--- src/design/sdfg_pkg.sv ---
// Shared types, constants and step functions of the source-detector falloff gain block.
`default_nettype none

package sdfg_pkg;

    localparam int COORD_W         = 24;
    localparam int COORD_FRAC_BITS = 12;
    localparam int MAG_W           = COORD_W + 1;
    localparam int DIFF_W          = COORD_W + 2;
    localparam int SQ_W            = 2 * MAG_W;
    localparam int PHW_W           = 23;
    localparam int COEF_W          = 32;
    localparam int GAIN_W          = 32;
    localparam int PATH_W          = 26;
    localparam int CFG_IDX_W       = 2;
    localparam int CFG_DATA_W      = 32;
    localparam logic signed [COEF_W-1:0] OFFSET_RESET = 32'sd65536;

    // floor square root of a 52 bit radicand, two result bits per stage
    localparam int SQRT_IN_W   = 52;
    localparam int SQRT_OUT_W  = 26;
    localparam int SQRT_REM_W  = SQRT_OUT_W + 2;
    localparam int SQRT_STAGES = SQRT_OUT_W / 2;

    // quotient 2^40 / D16, two quotient bits per stage
    localparam int DVS_W      = 41;
    localparam int DIV_STAGES = GAIN_W / 2;
    localparam int NUM_W      = 88;
    localparam int D16_W      = 64;

    localparam int PIPE_STAGES = 3 + SQRT_STAGES + 3 + SQRT_STAGES + 5 + DIV_STAGES + 1;

    typedef enum logic [CFG_IDX_W-1:0] {
        CFG_PROBE_HALF_WIDTH  = 2'd0,
        CFG_FALLOFF_QUADRATIC = 2'd1,
        CFG_FALLOFF_LINEAR    = 2'd2,
        CFG_FALLOFF_OFFSET    = 2'd3
    } cfg_index_t;

    typedef enum logic [1:0] {
        GAIN_QUOT = 2'd0,
        GAIN_FULL = 2'd1,
        GAIN_NONE = 2'd2
    } gain_kind_t;

    typedef struct packed {
        logic [SQRT_IN_W-1:0]  rad;
        logic [SQRT_REM_W-1:0] rem;
        logic [SQRT_OUT_W-1:0] root;
    } sqs_t;

    typedef struct packed {
        logic [MAG_W-1:0]     rd1;
        logic [MAG_W-1:0]     rd2;
        logic [SQ_W-1:0]      sq_dy;
        logic [SQRT_IN_W-1:0] rstr;
        logic                 ar;
    } sba_t;

    typedef struct packed {
        logic [DVS_W-1:0]  rem;
        logic [GAIN_W-1:0] q;
        logic [DVS_W-1:0]  dvs;
        gain_kind_t        kind;
        logic [PATH_W-1:0] d;
        logic              ar;
    } divs_t;

    function automatic logic [MAG_W-1:0] mag(input logic signed [DIFF_W-1:0] v);
        logic signed [DIFF_W-1:0] n;
        n = -v;
        return v[DIFF_W-1] ? n[MAG_W-1:0] : v[MAG_W-1:0];
    endfunction

    // one digit of the restoring square root
    function automatic sqs_t sqrt_step(input sqs_t s);
        logic [SQRT_REM_W+1:0] tmp;
        logic [SQRT_REM_W+1:0] trial;
        logic [SQRT_REM_W+1:0] diff;
        sqs_t r;
        tmp   = {s.rem, s.rad[SQRT_IN_W-1 -: 2]};
        trial = {2'b00, s.root, 2'b01};
        diff  = tmp - trial;
        r.rad = {s.rad[SQRT_IN_W-3:0], 2'b00};
        if (tmp >= trial)
        begin
            r.rem  = diff[SQRT_REM_W-1:0];
            r.root = {s.root[SQRT_OUT_W-2:0], 1'b1};
        end
        else
        begin
            r.rem  = tmp[SQRT_REM_W-1:0];
            r.root = {s.root[SQRT_OUT_W-2:0], 1'b0};
        end
        return r;
    endfunction

    // one quotient bit; the dividend bits below the start remainder are all zero
    function automatic divs_t div_step(input divs_t s);
        logic [DVS_W:0] t;
        logic [DVS_W:0] diff;
        divs_t r;
        r    = s;
        t    = {s.rem, 1'b0};
        diff = t - {1'b0, s.dvs};
        if (t >= {1'b0, s.dvs})
        begin
            r.rem = diff[DVS_W-1:0];
            r.q   = {s.q[GAIN_W-2:0], 1'b1};
        end
        else
        begin
            r.rem = t[DVS_W-1:0];
            r.q   = {s.q[GAIN_W-2:0], 1'b0};
        end
        return r;
    endfunction

endpackage

`default_nettype wire

--- src/design/sdfg_isqrt.sv ---
// Pipelined floor square root, two root bits per stage.
`default_nettype none

module sdfg_isqrt (
    input  wire logic                            clk,
    input  wire logic                            en,
    input  wire logic [sdfg_pkg::SQRT_IN_W-1:0]  rad,
    output logic      [sdfg_pkg::SQRT_OUT_W-1:0] root
);

    sdfg_pkg::sqs_t stage_reg  [sdfg_pkg::SQRT_STAGES];
    sdfg_pkg::sqs_t stage_next [sdfg_pkg::SQRT_STAGES];
    sdfg_pkg::sqs_t stage_prev [sdfg_pkg::SQRT_STAGES];

    for (genvar s = 0; s < sdfg_pkg::SQRT_STAGES; s++)
    begin : g_stage
        if (s == 0)
        begin : g_first
            assign stage_prev[s] = '{rad: rad, rem: '0, root: '0};
        end
        else
        begin : g_rest
            assign stage_prev[s] = stage_reg[s-1];
        end
        assign stage_next[s] = sdfg_pkg::sqrt_step(sdfg_pkg::sqrt_step(stage_prev[s]));

        always_ff @(posedge clk)
        begin
            if (en)
            begin
                stage_reg[s] <= stage_next[s];
            end
        end
    end

    assign root = stage_reg[sdfg_pkg::SQRT_STAGES-1].root;

endmodule

`default_nettype wire

--- config.mk ---
export PLATFORM = sky130hd
export DESIGN_NAME = sdfg_isqrt
export DESIGN_NICKNAME = d
export VERILOG_FILES = /design/src/design/sdfg_pkg.sv /design/src/design/sdfg_isqrt.sv
export SDC_FILE = /design/constraint.sdc
export NUM_CORES = 2
export LEC_CHECK = 0
export BUFFER_PORTS_ARGS = -buffer_cell sky130_fd_sc_hd__buf_2
export CORE_UTILIZATION = 40
export DETAILED_ROUTE_END_ITERATION = 10
export MAX_ROUTING_LAYER = met4
export REMOVE_ABC_BUFFERS = 1
export SKIP_CTS_REPAIR_TIMING = 1
export SYNTH_ARGS = -nofsm -noshare
export SYNTH_HDL_FRONTEND = slang
export SYNTH_SLANG_ARGS = --single-unit
--- constraint.sdc ---
create_clock -name clk -period 6 [get_ports clk]
set_input_delay 0.3 -clock clk [delete_from_list [all_inputs] [get_ports clk]]
set_output_delay 0.3 -clock clk [all_outputs]
set_load 0.05 [all_outputs]
Word-level counts from Yosys, hierarchy flattened:

Memories as Yosys holds them, arrays and structs flattened.
Cells that the tools add are included.

* order comparisons: 26
* add/sub/neg operators: 26
* muxes and demuxes: 28

Operators by type and width (number)
* 54-bit two-way mux: 26
* 30-bit by 28-bit greater-or-equal comparator with 1-bit output: 25
* 28-bit subtractor: 25
* 2-bit by 1-bit subtractor with 3-bit output, second input constant: 1
* 2-bit by 1-bit greater-or-equal comparator with 1-bit output, second input constant: 1
* 1-bit two-way mux: 2

* output and inout port bits: 26
* RAM bits: 1326
* register bits: 0
* memories kept: 1
* input bits: 54
* word-level logic and storage cells: 81

Memories
* stage_reg: depth 13, bits a word 102, rd ports 13, clocked after Yosys merged registers in 0, wr ports 13, line sdfg_isqrt.sv:11 `sdfg_pkg::sqs_t stage_reg [sdfg_pkg::SQRT_STAGES];`

Depth between registers and ports, before layout:

An unclocked memory read counts as a cell.

* depth after elaboration: 5
* depth in mapped cells: 29
* gate-level depth less buffers: 25

Worst setup path before layout:

No wires, ideal clock.

* path kind: reg2reg
* start point: memory stage_reg[0][651] (netlist bit)
* end point: memory stage_reg[0][752] (netlist bit), data pin
* slack: 324 ps
* data arrival time: 5414 ps
* required time: 5738 ps
* period minus slack after synthesis: 5676 ps
* stages on the path, launching flop included: 24
* path through: edfxtp_1 -> ha_1 -> a2111oi_1 -> and3_1 -> o21ai_1 -> a21o_1 -> buf_2 -> inv_2 -> clkbuf_1 -> clkbuf_1 -> o21ai_0 -> ha_1 -> a21oi_1 -> nor2_1 -> nor2_1 -> o221a_2 -> o21ai_0 -> a2111oi_2 -> o211ai_1 -> a311o_1 -> or3_1 -> buf_2 -> buf_2 -> mux2_1

RTL lines (line)
* from (decl): sdfg_isqrt.sv:11

==> results_dict.tcl <==
set metrics [dict create \
    finalNonFillerCells 7232 \
    portBuffers 79 \
    critPathMaxStageDelay_ps 420 \
    die_y_um 366 \
    die-area_sq_um 134000 \
    ir_worst_vdd_v 0.000236 \
    cts_tree "built" \
    cts_buffer_depth 3 \
    ys_ff_latch 813 \
    dpl.hpwl_um 104000 \
    wl_um 134000 \
    viasPerCell 5.51 \
    place.gp.congestion 0.939 \
    seqCellArea_sq_um 24400 \
    ys_types 112 \
    final_util_pct 45.5 \
    drc 0 \
    finalPower_mw 24.5 \
    fin_area_sq_um 59900 \
    synth.cell_area_sq_um 53000 \
    num-fill-cells 12400 \
    drv_slew 0 \
    postRouteAntennaNets 0 \
    grt_util_all_layers_pct 20.0 \
    nets 5832 \
    hp-class "input port to flip-flop" \
    largest_reg_flops 813 \
    fin_crit_ps 5770 \
    powerDensity_nw_per_um2 409 \
    max_cap_viol_count 0 \
    clkTransAtPathRegs_ps 60 \
    path_class "flip-flop to flip-flop" \
    syn_inst 5169 \
    hold_viol 0 \
    p_leak_nw 23.8 \
    fin_crit_sh_pct 96.1 \
    placed_area_sq_um 56100 \
    yosysMostFrequentCell "edfxtp_1" \
    ff2ff_setup_slack_ps 230 \
    syn_area_per_cell_sq_um 10.3 \
    cp-start-kind "flip-flop" \
    setup_ws_ps 234 \
    wl_per_cell_um 18.6 \
    synth_top_area_share_pct 46.1 \
    final-setup-viol-count 0 \
    async_reset_ff_share_pct 0 \
    synth_area_leaders "edfxtp_1 46%, ha_1 8.9%, xnor2_1 5.3%" \
    die_w_um 366 \
    seq_area_frac_synth_pct 46.1 \
    synth_common_cells "813 x edfxtp_1, 439 x nor2_1, 418 x a21oi_1, 398 x nand2_1, 376 x ha_1" \
    clk-insertion-delay-late_ps 710 \
    grt_pass1_vias 37400 \
    yosysTopAreaCell "edfxtp_1" \
    status "finished, final reports clean" \
    area_delta_synth_final_pct 13.0 \
    drive_gt1_share_pct 9.31 \
    synthFlopType "edfxtp_1" \
    pin_count 80 \
    grt_pass1_wl_um 208000 \
    num_vias 39900 \
    initial_utilization_pct 40.3 \
    synth_edf_count 813 \
    drtIter0Drc 2993 \
    cts_sinks 813 \
    coreArea_sq_um 131000 \
    pre_cts_ws_ps 178 \
    htree_levels 3 \
    cts-root-buf "clkbuf_16" \
    grt_antenna_before_repair 4 \
    worstSetupEndpointType "flip-flop" \
    arrival_ps 6210 \
    multi_input_area_sq_um 27000 \
    path_max_fanout 17 \
    timing.fmax_mhz 173 \
    dr.pass1.iters 8 \
    skew_ps 30.0 \
    maxSlewHeadroom_pct 30.5 \
    worstMarginPinSlew_ps 1030 \
    numCtsBuffers 94 \
    overflow 0 \
    fp-row-count 133 \
    yosys_warnings 0 \
    critPathRequiredTime_ps 6440 \
    grt_max_degree 165 \
    crit_path_top_delay_cell "a2111oi_1" \
    place_inst 7005 \
]
-- cells by family (layout without fill, tap and decap cells) --
kind of cell | count (synthesis) | after routing | synth area share [%]
compound gates | 1317 | 1317 | 16.2
buf+inv | 439 | 744 | 3.23
other cells | 1 | 4 | 0.00708
xor+xnor | 493 | 493 | 8.16
fa+ha+maj | 376 | 376 | 8.88
flops | 813 | 813 | 46.1
mux | 92 | 92 | 1.89
simple gates | 1638 | 1638 | 15.5
-- placed cells by master (no fill, tap or decap), types with 19 or more instances in the layout --
cell type,synthesis,layout
a211o_1,25,25
a211oi_1,25,24
a21o_1,156,155
a21oi_1,418,414
a31oi_1,36,35
and2_1,40,40
and3_1,56,56
and4_1,21,21
buf_2,30,78
buf_4,3,112
clkbuf_16,0,97
dlygate4sd3_1,0,52
edfxtp_1,813,813
ha_1,376,375
inv_1,312,311
mux2_2,62,62
mux2i_1,26,26
nand2_1,398,398
nand2b_1,67,67
nand3_1,110,110
nand4_1,63,63
nor2_1,439,439
nor2b_1,67,67
nor3_1,120,119
nor3b_1,19,19
nor4_1,71,67
o211ai_1,31,31
o21a_1,66,66
o21ai_0,232,227
o21bai_1,44,43
o31a_1,21,21
o31ai_1,53,52
or2_2,24,24
or3_1,39,39
xnor2_1,323,323
xor2_1,169,169
-- layer usage --
layer,share of wire [%],vias to the layer above,track usage [%]
met2,46,932,31.2
met1,47,19000,27.5
met4,2.1,0,5.33
met5,0,-,-
li1,-,19700,-
met3,5.0,176,2.40
-- cell type report --
type | count | share of cell area [%]
Sequential cell | 813 | 40.8
Clock inverter | 58 | 1.00
Timing Repair Buffer | 255 | 3.31
Clock buffer | 112 | 4.15
Tap cell | 1755 | 3.67
Inverter | 319 | 2.01
Antenna cell | 1 | 0.00418
Multi-Input combinational cell | 3919 | 45.1
-- worst max-delay path, delay by kind of cell, from the launching register on --
family,cells,cell delay [ps]
AO/OA/AOI/OAI,12,2650
adder cells (fa/ha/maj),2,690
XOR/XNOR,1,110
flip-flops,1,390
buffers and inverters,4,650
AND/OR/NAND/NOR,6,1020
-- final timing paths --
| kind | startpoint | depth (start not counted) | to |
|---|---|---|---|
| worst max-delay path | stage_reg[0][714] | 25 | stage_reg[1][49] |
| worst min-delay path | rad[50] | 3 | stage_reg[0][28] |
| worst min register to register | stage_reg[0][385] | 0 | stage_reg[0][491] |
| worst max register to register | stage_reg[0][714] | 25 | stage_reg[1][49] |
-- report_power, final --
group / switching [mW] / leakage (nW) / internal [mW] / total [mW]
combinational: 5.98 / 14.5 / 4.42 / 10.4
clock: 2.41 / 1.49 / 3.32 / 5.73
sequential: 0.779 / 7.78 / 7.56 / 8.34
total: 9.16 / 23.8 / 15.3 / 24.5
-- through the flow --
stage	hold slack, ps	TNS (ps)
2_1_floorplan	399	-20290
3_3_place_gp	400	0
3_5_place_dp	405	0
4_1_cts	-296	0
5_1_grt	45.3	-5.59
6_report	39.8	0
No activity file was read; power rests on OpenSTA's default activity.
